==> src/rtl/cpc_pkg.sv <==
// Shared types, constants and the quarter-wave sine table of the Clarke/Park block.
package cpc_pkg;

	// Angle resolution and scaling
	localparam int unsigned ANGLE_STEPS = 1000;
	localparam int unsigned SCALE_SHIFT = 11;
	localparam int unsigned ANGLE_QTR   = ANGLE_STEPS / 4;
	localparam int unsigned ANGLE_HALF  = ANGLE_STEPS / 2;
	localparam int unsigned ANGLE_W     = 10;
	localparam int unsigned QTR_IDX_W   = $clog2(ANGLE_QTR + 1);

	localparam logic [ANGLE_W-1:0] STEPS_A = ANGLE_W'(ANGLE_STEPS);
	localparam logic [ANGLE_W-1:0] QTR_A   = ANGLE_W'(ANGLE_QTR);
	localparam logic [ANGLE_W-1:0] HALF_A  = ANGLE_W'(ANGLE_HALF);

	// 1/sqrt(3) in Q15
	localparam logic signed [15:0] INV_SQRT3_Q15 = 16'sd18919;

	// Reset value of the scale register
	localparam logic signed [15:0] SCALE_RESET = 16'sd2048;

	// Phase codes
	typedef enum logic [1:0] {
		PHASE_A    = 2'd0,
		PHASE_B    = 2'd1,
		PHASE_C    = 2'd2,
		PHASE_NONE = 2'd3
	} phase_t;

	// Register indexes
	typedef enum logic [1:0] {
		REG_CURRENT_SCALE = 2'd0,
		REG_ZERO_OFFSET_A = 2'd1,
		REG_ZERO_OFFSET_B = 2'd2,
		REG_ZERO_OFFSET_C = 2'd3
	} cfg_reg_t;

	// Sequencer states
	typedef enum logic [2:0] {
		ST_IDLE,
		ST_SCALE,
		ST_REBUILD,
		ST_BETA,
		ST_D_FIRST,
		ST_D_SECOND,
		ST_Q_FIRST,
		ST_Q_SECOND
	} seq_state_t;

	// Quarter-wave table, entries 0..ANGLE_QTR
	typedef logic [14:0] sine_tbl_t [ANGLE_QTR+1];

	localparam logic [127:0] PI_Q60 = 128'h3243F6A8885A308D;
	localparam logic [127:0] PI_DIV = PI_Q60 / ANGLE_STEPS;
	localparam logic [127:0] PI_REM = PI_Q60 % ANGLE_STEPS;

	// Taylor term i divided by (2i)(2i+1), i in 1..20
	function automatic logic [63:0] series_div(input logic [63:0] t, input int i);
		logic [63:0] q;
		case (i)
			1:       q = t / 64'd6;
			2:       q = t / 64'd20;
			3:       q = t / 64'd42;
			4:       q = t / 64'd72;
			5:       q = t / 64'd110;
			6:       q = t / 64'd156;
			7:       q = t / 64'd210;
			8:       q = t / 64'd272;
			9:       q = t / 64'd342;
			10:      q = t / 64'd420;
			11:      q = t / 64'd506;
			12:      q = t / 64'd600;
			13:      q = t / 64'd702;
			14:      q = t / 64'd812;
			15:      q = t / 64'd930;
			16:      q = t / 64'd1056;
			17:      q = t / 64'd1190;
			18:      q = t / 64'd1332;
			19:      q = t / 64'd1482;
			default: q = t / 64'd1640;
		endcase
		return q;
	endfunction

	// round(32767*sin(2*pi*k/ANGLE_STEPS)) through a Q60 Taylor series
	function automatic logic [14:0] sine_mag(input int unsigned k);
		logic [127:0] x;
		logic [127:0] x2;
		logic [127:0] prod;
		logic [63:0]  term;
		logic [63:0]  sum;
		logic [63:0]  mag;
		logic [127:0] twok;
		x    = '0;
		twok = 128'(2 * k);
		x    = twok * PI_DIV + (twok * PI_REM) / ANGLE_STEPS;
		if (x > (PI_Q60 >> 1)) begin
			x = PI_Q60 - x;
		end
		x2   = (x * x) >> 60;
		term = x[63:0];
		sum  = x[63:0];
		for (int i = 1; i <= 20; i++) begin
			prod = {64'b0, term} * x2;
			term = series_div(64'(prod >> 60), i);
			if ((i % 2) == 1) begin
				sum = sum - term;
			end else begin
				sum = sum + term;
			end
		end
		mag = (((sum >> 20) * 64'd32767) + (64'd1 << 39)) >> 40;
		return mag[14:0];
	endfunction

	function automatic sine_tbl_t build_sine_table();
		sine_tbl_t t;
		for (int unsigned k = 0; k <= ANGLE_QTR; k++) begin
			t[k] = sine_mag(k);
		end
		return t;
	endfunction

	localparam sine_tbl_t SINE_QUARTER = build_sine_table();

	// Full-wave sine from the quarter table, angle in 0..ANGLE_STEPS-1
	function automatic logic signed [15:0] sine_lookup(input logic [ANGLE_W-1:0] pos);
		logic [ANGLE_W-1:0] p;
		logic [ANGLE_W-1:0] q;
		logic               neg;
		logic signed [15:0] mag;
		neg = (pos > HALF_A);
		p   = neg ? (STEPS_A - pos) : pos;
		q   = (p > QTR_A) ? (HALF_A - p) : p;
		mag = signed'({1'b0, SINE_QUARTER[q[QTR_IDX_W-1:0]]});
		return neg ? -mag : mag;
	endfunction

	// Median of three samples
	function automatic logic signed [12:0] median3(
		input logic signed [12:0] a,
		input logic signed [12:0] b,
		input logic signed [12:0] c
	);
		logic signed [12:0] m;
		if (c > b) begin
			if (b > a) m = b;
			else       m = (c > a) ? a : c;
		end else if (c > a) begin
			m = c;
		end else begin
			m = (b > a) ? a : b;
		end
		return m;
	endfunction

endpackage

==> src/rtl/cpc_if.sv <==
// Valid/ready channels for phase items and transform results.
interface cpc_item_if;
	logic               valid;
	logic               ready;
	logic [1:0]         phase_index;
	logic signed [12:0] first_sample;
	logic signed [12:0] second_sample;
	logic signed [12:0] third_sample;
	logic [15:0]        duty_compare;
	logic [9:0]         rotor_angle;

	modport source (
		output valid, phase_index, first_sample, second_sample, third_sample,
		       duty_compare, rotor_angle,
		input  ready
	);
	modport sink (
		input  valid, phase_index, first_sample, second_sample, third_sample,
		       duty_compare, rotor_angle,
		output ready
	);
endinterface

interface cpc_result_if;
	logic               valid;
	logic               ready;
	logic signed [15:0] current_a;
	logic signed [15:0] current_b;
	logic signed [15:0] current_c;
	logic signed [15:0] current_beta;
	logic signed [15:0] current_direct;
	logic signed [15:0] current_quadrature;

	modport source (
		output valid, current_a, current_b, current_c, current_beta,
		       current_direct, current_quadrature,
		input  ready
	);
	modport sink (
		input  valid, current_a, current_b, current_c, current_beta,
		       current_direct, current_quadrature,
		output ready
	);
endinterface

==> src/rtl/phase_current_clarke_park.sv <==
// Top level: phase current scaling, reconstruction, Clarke and Park transform.
//
// Items arrive one per phase (a, b, c). Each item's median sample is scaled and
// taken from that phase's zero offset; a and b items only update held values.
// A c item rebuilds the phase with the strictly largest duty (c if none), then
// runs Clarke and Park on one shared 18x16 multiplier under a small sequencer
// (scale, rebuild, beta, d products, q products): the result is then loaded
// into the output register, after which the input is ready again; sine and
// cosine are fetched from a quarter-wave table. The input is not ready while an
// item is in work; a finished result waits in its own output register, so the
// next item is taken while the result is still unread. A c item that finishes
// while the previous result is still unread waits in its last step until it is
// taken. Phase index 3 is consumed and gives no result. Registers are to be
// written only while the block is idle; the block itself does not enforce this.
module phase_current_clarke_park (
	input  logic                clk,
	input  logic                arst_n,
	input  logic                cfg_we,
	input  cpc_pkg::cfg_reg_t   cfg_index,
	input  logic [15:0]         cfg_data,
	cpc_item_if.sink            phase_item,
	cpc_result_if.source        result
);
	import cpc_pkg::*;

	// Sequencer
	seq_state_t state_q, state_d;

	// Registers
	logic signed [15:0] scale_q;
	logic signed [15:0] offset_a_q, offset_b_q, offset_c_q;

	// Held phase values
	logic signed [15:0] held_ia_q, held_ib_q;
	logic [15:0]        held_da_q, held_db_q;

	// Item under work
	phase_t             phase_q;
	logic signed [12:0] med_q;
	logic [15:0]        duty_q;
	logic [ANGLE_W-1:0] pos_q;

	// Transform datapath
	logic signed [15:0] ia_q, ib_q, ic_q;
	logic signed [15:0] sn_q, cs_q;
	logic signed [15:0] beta_q, id_q;
	logic signed [31:0] acc_q;

	// Output register
	logic               out_valid_q;
	logic signed [15:0] out_a_q, out_b_q, out_c_q, out_beta_q, out_d_q, out_q_q;

	// Shared multiplier
	logic signed [17:0] mul_a;
	logic signed [15:0] mul_b;
	logic signed [33:0] mul_p;
	logic [31:0]        mul_lo;

	// Control
	logic               in_ready;
	logic               out_free;
	logic               out_load;

	// Combinational helpers
	logic [ANGLE_W-1:0] angle_red;
	logic [ANGLE_W:0]   cpos_sum;
	logic [ANGLE_W-1:0] cpos;
	logic signed [15:0] offset_sel;
	logic signed [15:0] cur_new;
	logic [31:0]        dsum;
	logic [31:0]        qsum;

	assign out_free = !out_valid_q || result.ready;

	// Next state and multiplier operands
	always_comb begin
		state_d  = state_q;
		in_ready = 1'b0;
		out_load = 1'b0;
		mul_a    = 18'(med_q);
		mul_b    = scale_q;
		case (state_q)
			ST_IDLE: begin
				in_ready = 1'b1;
				if (phase_item.valid) state_d = ST_SCALE;
			end
			ST_SCALE: begin
				state_d = (phase_q == PHASE_C) ? ST_REBUILD : ST_IDLE;
			end
			ST_REBUILD: begin
				state_d = ST_BETA;
			end
			ST_BETA: begin
				mul_a   = 18'(ia_q) + (18'(ib_q) <<< 1);
				mul_b   = INV_SQRT3_Q15;
				state_d = ST_D_FIRST;
			end
			ST_D_FIRST: begin
				mul_a   = 18'(beta_q);
				mul_b   = sn_q;
				state_d = ST_D_SECOND;
			end
			ST_D_SECOND: begin
				mul_a   = 18'(ia_q);
				mul_b   = cs_q;
				state_d = ST_Q_FIRST;
			end
			ST_Q_FIRST: begin
				mul_a   = 18'(beta_q);
				mul_b   = cs_q;
				state_d = ST_Q_SECOND;
			end
			ST_Q_SECOND: begin
				mul_a = 18'(ia_q);
				mul_b = sn_q;
				if (out_free) begin
					out_load = 1'b1;
					state_d  = ST_IDLE;
				end
			end
			default: begin
				state_d = ST_IDLE;
			end
		endcase
	end

	assign mul_p  = mul_a * mul_b;
	assign mul_lo = mul_p[31:0];

	// Angle reduction and cosine position
	assign angle_red = (phase_item.rotor_angle >= STEPS_A) ?
		(phase_item.rotor_angle - STEPS_A) : phase_item.rotor_angle;
	assign cpos_sum  = {1'b0, pos_q} + {1'b0, QTR_A};
	assign cpos      = (cpos_sum >= {1'b0, STEPS_A}) ?
		ANGLE_W'(cpos_sum - {1'b0, STEPS_A}) : cpos_sum[ANGLE_W-1:0];

	// Scaled current of the item under work
	always_comb begin
		case (phase_q)
			PHASE_A: offset_sel = offset_a_q;
			PHASE_B: offset_sel = offset_b_q;
			default: offset_sel = offset_c_q;
		endcase
	end
	assign cur_new = offset_sel - signed'(mul_lo[SCALE_SHIFT+15:SCALE_SHIFT]);

	assign dsum = acc_q + mul_lo;
	assign qsum = acc_q - mul_lo;

	// State register
	always_ff @(posedge clk or negedge arst_n) begin
		if (!arst_n) begin
			state_q <= ST_IDLE;
		end else begin
			state_q <= state_d;
		end
	end

	// Configuration registers
	always_ff @(posedge clk or negedge arst_n) begin
		if (!arst_n) begin
			scale_q    <= SCALE_RESET;
			offset_a_q <= '0;
			offset_b_q <= '0;
			offset_c_q <= '0;
		end else if (cfg_we) begin
			case (cfg_index)
				REG_CURRENT_SCALE: scale_q    <= cfg_data;
				REG_ZERO_OFFSET_A: offset_a_q <= cfg_data;
				REG_ZERO_OFFSET_B: offset_b_q <= cfg_data;
				REG_ZERO_OFFSET_C: offset_c_q <= cfg_data;
				default: ;
			endcase
		end
	end

	// Held a and b values
	always_ff @(posedge clk or negedge arst_n) begin
		if (!arst_n) begin
			held_ia_q <= '0;
			held_ib_q <= '0;
			held_da_q <= '0;
			held_db_q <= '0;
		end else if (state_q == ST_SCALE) begin
			if (phase_q == PHASE_A) begin
				held_ia_q <= cur_new;
				held_da_q <= duty_q;
			end
			if (phase_q == PHASE_B) begin
				held_ib_q <= cur_new;
				held_db_q <= duty_q;
			end
		end
	end

	// Datapath
	always_ff @(posedge clk) begin
		case (state_q)
			ST_IDLE: begin
				if (phase_item.valid) begin
					phase_q <= phase_t'(phase_item.phase_index);
					med_q   <= median3(phase_item.first_sample, phase_item.second_sample,
						phase_item.third_sample);
					duty_q  <= phase_item.duty_compare;
					pos_q   <= angle_red;
				end
			end
			ST_SCALE: begin
				ic_q <= cur_new;
				sn_q <= sine_lookup(pos_q);
			end
			ST_REBUILD: begin
				// rebuild the phase with the strictly largest duty, else c
				if (held_da_q > held_db_q && held_da_q > duty_q) begin
					ia_q <= 16'sd0 - held_ib_q - ic_q;
					ib_q <= held_ib_q;
				end else if (held_db_q > held_da_q && held_db_q > duty_q) begin
					ia_q <= held_ia_q;
					ib_q <= 16'sd0 - held_ia_q - ic_q;
				end else begin
					ia_q <= held_ia_q;
					ib_q <= held_ib_q;
					ic_q <= 16'sd0 - held_ia_q - held_ib_q;
				end
				cs_q <= sine_lookup(cpos);
			end
			ST_BETA: begin
				beta_q <= signed'(mul_lo[30:15]);
			end
			ST_D_FIRST: begin
				acc_q <= mul_lo;
			end
			ST_D_SECOND: begin
				id_q <= signed'(dsum[30:15]);
			end
			ST_Q_FIRST: begin
				acc_q <= mul_lo;
			end
			default: ;
		endcase
	end

	// Output register
	always_ff @(posedge clk or negedge arst_n) begin
		if (!arst_n) begin
			out_valid_q <= 1'b0;
		end else if (out_load) begin
			out_valid_q <= 1'b1;
		end else if (result.ready) begin
			out_valid_q <= 1'b0;
		end
	end

	always_ff @(posedge clk) begin
		if (out_load) begin
			out_a_q    <= ia_q;
			out_b_q    <= ib_q;
			out_c_q    <= ic_q;
			out_beta_q <= beta_q;
			out_d_q    <= id_q;
			out_q_q    <= signed'(qsum[30:15]);
		end
	end

	assign phase_item.ready         = in_ready;
	assign result.valid             = out_valid_q;
	assign result.current_a         = out_a_q;
	assign result.current_b         = out_b_q;
	assign result.current_c         = out_c_q;
	assign result.current_beta      = out_beta_q;
	assign result.current_direct    = out_d_q;
	assign result.current_quadrature = out_q_q;

endmodule

==> src/flat_wrapper.sv <==
// flat-port wrapper written by rule: the top's interface ports become plain ports
module phase_current_clarke_park_flat import cpc_pkg::*;
  (clk, arst_n, cfg_we, cfg_index, cfg_data, phase_item_valid, phase_item_phase_index, phase_item_first_sample, phase_item_second_sample, phase_item_third_sample, phase_item_duty_compare, phase_item_rotor_angle, phase_item_ready, result_valid, result_current_a, result_current_b, result_current_c, result_current_beta, result_current_direct, result_current_quadrature, result_ready);
  cpc_item_if phase_item_i ();
  cpc_result_if result_i ();
  input  logic clk;
  input  logic arst_n;
  input  logic cfg_we;
  input  cpc_pkg::cfg_reg_t cfg_index;
  input  logic [15:0] cfg_data;
  input wire logic [$bits(phase_item_i.valid)-1:0] phase_item_valid;
  input wire logic [$bits(phase_item_i.phase_index)-1:0] phase_item_phase_index;
  input wire logic [$bits(phase_item_i.first_sample)-1:0] phase_item_first_sample;
  input wire logic [$bits(phase_item_i.second_sample)-1:0] phase_item_second_sample;
  input wire logic [$bits(phase_item_i.third_sample)-1:0] phase_item_third_sample;
  input wire logic [$bits(phase_item_i.duty_compare)-1:0] phase_item_duty_compare;
  input wire logic [$bits(phase_item_i.rotor_angle)-1:0] phase_item_rotor_angle;
  output wire logic [$bits(phase_item_i.ready)-1:0] phase_item_ready;
  output wire logic [$bits(result_i.valid)-1:0] result_valid;
  output wire logic [$bits(result_i.current_a)-1:0] result_current_a;
  output wire logic [$bits(result_i.current_b)-1:0] result_current_b;
  output wire logic [$bits(result_i.current_c)-1:0] result_current_c;
  output wire logic [$bits(result_i.current_beta)-1:0] result_current_beta;
  output wire logic [$bits(result_i.current_direct)-1:0] result_current_direct;
  output wire logic [$bits(result_i.current_quadrature)-1:0] result_current_quadrature;
  input wire logic [$bits(result_i.ready)-1:0] result_ready;
  assign phase_item_i.valid = phase_item_valid;
  assign phase_item_i.phase_index = phase_item_phase_index;
  assign phase_item_i.first_sample = phase_item_first_sample;
  assign phase_item_i.second_sample = phase_item_second_sample;
  assign phase_item_i.third_sample = phase_item_third_sample;
  assign phase_item_i.duty_compare = phase_item_duty_compare;
  assign phase_item_i.rotor_angle = phase_item_rotor_angle;
  assign phase_item_ready = phase_item_i.ready;
  assign result_valid = result_i.valid;
  assign result_current_a = result_i.current_a;
  assign result_current_b = result_i.current_b;
  assign result_current_c = result_i.current_c;
  assign result_current_beta = result_i.current_beta;
  assign result_current_direct = result_i.current_direct;
  assign result_current_quadrature = result_i.current_quadrature;
  assign result_i.ready = result_ready;
  phase_current_clarke_park u_core (.clk(clk), .arst_n(arst_n), .cfg_we(cfg_we), .cfg_index(cfg_index), .cfg_data(cfg_data), .phase_item(phase_item_i), .result(result_i));
endmodule
==> config.mk <==
export PLATFORM = sky130hd
export DESIGN_NAME = phase_current_clarke_park_flat
export DESIGN_NICKNAME = d
export VERILOG_FILES = /design/src/rtl/cpc_pkg.sv /design/src/rtl/cpc_if.sv /design/src/rtl/phase_current_clarke_park.sv /design/src/flat_wrapper.sv
export SDC_FILE = /design/constraint.sdc
export NUM_CORES = 2
export LEC_CHECK = 0
export BUFFER_PORTS_ARGS = -buffer_cell sky130_fd_sc_hd__buf_2
export CAP_MARGIN = 20
export CORE_ASPECT_RATIO = 1.25
export CORE_MARGIN = 4
export CORE_UTILIZATION = 55
export CTS_BUF_LIST = sky130_fd_sc_hd__clkbuf_4 sky130_fd_sc_hd__clkbuf_8
export DETAILED_ROUTE_END_ITERATION = 6
export GPL_TIMING_DRIVEN = 0
export PLACE_DENSITY = 0.75
export SLEW_MARGIN = 20
export SYNTH_ARGS = -nofsm -noshare
export SYNTH_HDL_FRONTEND = slang
export SYNTH_SLANG_ARGS = --single-unit
==> constraint.sdc <==
create_clock -name clk -period 10.07 [get_ports clk]
set_input_delay 0.5035 -clock clk [delete_from_list [all_inputs] [get_ports clk]]
set_output_delay 0.5035 -clock clk [all_outputs]
set_load 0.01 [all_outputs]
==> run summary, run 1 <==
Cell Rows = 116
chip height = 325.4 um
Worst EP kind = sequential cell input
Syn Nets = 5,743
asr flop ratio synth = 0.3204
GRT overflow = 144
Mapped Cells = 4,989
count of cell types in the netlist = 117
detailed placer's ending HPWL = 149,500 um
die width = 261.9 um
top_reg_cell synth = edfxtp_1
CTS H-tree lvls = 3
EDFF count, synth = 280
Mean Syn Cell Area = 8.886 um^2
starting density of the core = 0.5544
outcome = aborted with a tool error
port buffer count = 187
Placement Cell Area = 47,020 um^2
cts bufs inserted = 67
GRT Util Overall = 0.6961
Top Ports = 188
post-synthesis register bit count = 412
Root Buffer = clkbuf_8
mapped cell area = 44,330 um^2
Seq/Total Area, Yosys = 0.2642
stage reached = 5_1_grt
CTS max path bufs = 3
routability cong. = 1.131
GR repair worst EP = u_core.result.current_quadrature[15]$_DFFE_PP_/D
pin count of the biggest net entering global routing = 80
clock sinks = 412
run-stopping error = [ERROR GRT-0232] Routing congestion too high. Check the congestion heatmap in the GUI.
YS warnings = 0
[layer usage]
metal / global-route usage / overflow
met5: 0.4149 / 0
met4: 0.6228 / 37
met3: 0.5613 / 16
met2: 0.8485 / 74
met1: 0.7049 / 17
[metrics by stage]
stage	TNS [ps]	worst slack, ps	std cells	hold slack (ps)
after floorplan	-19.90	-19.90	4989	207.9
after global placement	-122950	-2487	6238	401.0
after detailed placement	-88220	-2658	6254	408.3
after CTS	-9806	-870.9	6460	0.8947
[kinds of logic after synthesis]
logic type               share of synthesized area
AO/OA/AOI/OAI                               0.2011
XOR/XNOR                                   0.04236
adder cells (fa/ha/maj)                     0.2337
buffers and inverters                      0.07468
flip-flops                                  0.2642
multiplexers                               0.04106
AND/OR/NAND/NOR                             0.1430
[synthesized netlist by cell type (103+ instances only)]
cell type	instances	area, um^2
fa_1	272	5445
inv_1	559	2098
ha_1	392	4905
dfrtp_1	131	3278
a21oi_1	293	1466
clkbuf_1	166	623.1
nand2_1	482	1809
xnor2_1	141	1235
o21ai_0	297	1486
nor2_1	433	1625
edfxtp_1	280	8408
nor3_1	103	515.5
[timing repair]
action,in CTS
resized for setup,205
setup endpoints to repair,91
endpoints found under the hold margin,72
gates cloned,0
setup buffers,68
pin swaps,79
hold buffers,20
==> inputs of run 2 (changes only) <==
CORE_ASPECT_RATIO = not set   (was 1.25)
CORE_UTILIZATION = 40   (was 55)
CTS_BUF_LIST = not set   (was sky130_fd_sc_hd__clkbuf_4 sky130_fd_sc_hd__clkbuf_8)
PLACE_DENSITY = not set   (was 0.75)
PLACE_DENSITY_LB_ADDON = 0.15   (was not set)
clock period = 13.1 ns   (was 10.07 ns; I/O delays follow)
==> run summary, run 2 <==
outcome = finished clean
min-delay worst type = primary input to flop
Biggest register = u_core.acc_q
Tmin final = 12,510 ps
most common cell after layout, fill and taps aside = inv_1
clock sinks = 412 (unchanged)
cell mode on critical path = fa_1
Seq/Total Area, Yosys = 0.2642 (unchanged)
critical path peak fanout = 10
area taken by multi-input logic gates = 29,590 um^2
full die area = 116,200 um^2
Relative slew margins = 0.06090
CTS H-tree lvls = 2 (-1)
Top Ports = 188 (unchanged)
Util after Layout = 0.4516
starting density of the core = 0.4050 (-0.1493)
Final ANT Viol Nets = 0
Final Hold Fails = 0
GRT Util Overall = 0.3234
YS warnings = 0 (unchanged)
TritonRoute pass-1 iters = 6
most frequent cells in the layout = 559 x inv_1, 482 x nand2_1, 429 x nor2_1
drt total wl = 192,700 um
CTS max path bufs = 3 (unchanged)
CP Class = flop to flop
worst skew pair latency = 660 ps
cell accounting for the most synthesized area = edfxtp_1
Syn Nets = 5,743 (unchanged)
register area = 11,710 um^2
largest cells by area after synthesis = edfxtp_1 19%, fa_1 12%, ha_1 11%, dfrtp_1 7.4%, inv_1 4.7%
post-synthesis register bit count = 412 (unchanged)
clock slew at reported path FFs = 60 ps
asr flop ratio synth = 0.3204 (unchanged)
Nets = 6,000
first-pass GRT wire length = 279,100 um
routed vias/inst = 6.093
Setup WS pre-CTS = -651.5 ps (+2006 ps)
crit-path max cell delay = 600 ps
Slew Viols, Final = 0
Final Non-Filler Cells = 6,769
period utilisation layout = 0.9549
Worst EP arrival = 12,870 ps
count of cell types in the netlist = 117 (unchanged)
area delta synth->final = 11.49%
EDFF count, synth = 280 (unchanged)
share of layout cells above drive strength 1 = 0.1184
setup violators final = 0
# DRC = 0
Mean Syn Cell Area = 8.886 um^2 (unchanged)
Worst Setup Start Kind = flop
max FFs per register = 31
list of most frequent post-synthesis cells = 559 x inv_1, 482 x nand2_1, 433 x nor2_1, 392 x ha_1, 297 x o21ai_0
Tightest Pin Transition = 1394 ps
worst path required time = 13,470 ps
Filler cells = 10,940
Clock Skew = 46.46 ps
detailed placer's ending HPWL = 150,400 um (+0.60%)
count leader, synth = inv_1
initial antenna violation count = 17
top-area cell type share of the netlist area = 0.1897 (unchanged)
placed cell count = 6,670 (+6.7%)
chip height = 340.9 um (+4.8%)
Crit-path slowest cell = fa_1
vias = 41,250
Max Cap Viol = 0
Achievable Freq = 79.94 MHz
CORE AREA = 109,500 um^2
vias in the first global route = 40,260
initial detailed-routing violation count = 4,680
Root Buffer = clkbuf_16
mapped cell area = 44,330 um^2 (unchanged)
die width = 340.9 um (+30%)
Cell Rows = 121 (+4.3%)
Mapped Cells = 4,989 (unchanged)
Wirelength per Cell = 28.47 um
cts bufs inserted = 49 (-27%)
pin count of the biggest net entering global routing = 88
CTS tree = built
final setup TNS = 0 ps
RSZ-0062 raised after global routing = true
top_reg_cell synth = edfxtp_1
port buffer count = 187 (unchanged)
Final WS setup = 590.8 ps
CP endpoint kind = flop
routability cong. = 1.088 (-3.8%)
GRT overflow = 0
-- run 2: cell counts after synthesis --
No cell type changed its count.
-- run 2: worst paths after layout --
path	slack, ps	cells after the start	from	endpoint
setup / recovery	590	50	u_core.ia_q[1]	u_core.result.current_quadrature[15]
hold / removal	190	1	phase_item_rotor_angle[0]	u_core.pos_q[0]
setup reg to reg	590	50	u_core.ia_q[1]	u_core.result.current_quadrature[15]
hold reg to reg	420	0	u_core.id_q[14]	u_core.result.current_direct[14]
max in group asynchronous	11790	3	arst_n	u_core.scale_q[11]
min in group asynchronous	510	2	arst_n	u_core.held_db_q[15]
-- run 2: timing repair --
item / CTS / global route
endpoints found under the hold margin: 45 / 0
hold buffers: 1 / 0
pin swaps: 0 / 1
setup endpoints to repair: 8 / 11
gates resized for setup: 13 / 29
buffers inserted: 0 / 2
-- run 2: metal layers --
metal | global-route usage | wire (um)
met1 | 0.4386 | 80340
met2 | 0.4967 | 83000
met3 | 0.07432 | 19110
met4 | 0.1369 | 10190
met5 | 0 | 72
-- run 2: cell families after synthesis --
family / count (synthesis) / share of synthesized area
AO/OA/AOI/OAI: 1320 / 0.2011
AND/OR/NAND/NOR: 1393 / 0.1430
flip-flops: 412 / 0.2642
XOR/XNOR: 208 / 0.04236
adder cells (fa/ha/maj): 665 / 0.2337
multiplexers: 156 / 0.04106
buffers and inverters: 835 / 0.07468
-- run 2: stage by stage --
step / cell area, um^2 / hold WS (ps)
finish: 49430 / 186.4
global route: 49420 / 157.1
CTS: 49300 / 139.4
detailed placement: 47570 / 406.3
global placement: 47120 / 401.1
floorplan: 44330 / 359.4
-- run 2: area by class of cell --
type	instances	area share
Inverter	568	0.04326
Tap cell	1476	0.03736
Antenna cell	6	0.0003038
Clock buffer	57	0.02582
Clock inverter	35	0.007872
Timing Repair Buffer	208	0.02587
Multi-Input combinational cell	3742	0.5987
Buffer	265	0.02390
Sequential cell	412	0.2370
-- run 2: critical path: cells and delay by family, from the launching register on --
kind                     cells  cell delay (ps)
AO/OA/AOI/OAI               22             3970
buffers and inverters        6              820
adder cells (fa/ha/maj)     10             4440
AND/OR/NAND/NOR              9             1880
XOR/XNOR                     3              620
flip-flops                   1              450
Power of run 2 is left out: the tool's default activity adds up to more than one toggle a clock period on the data nets, which glitch-free logic cannot reach.
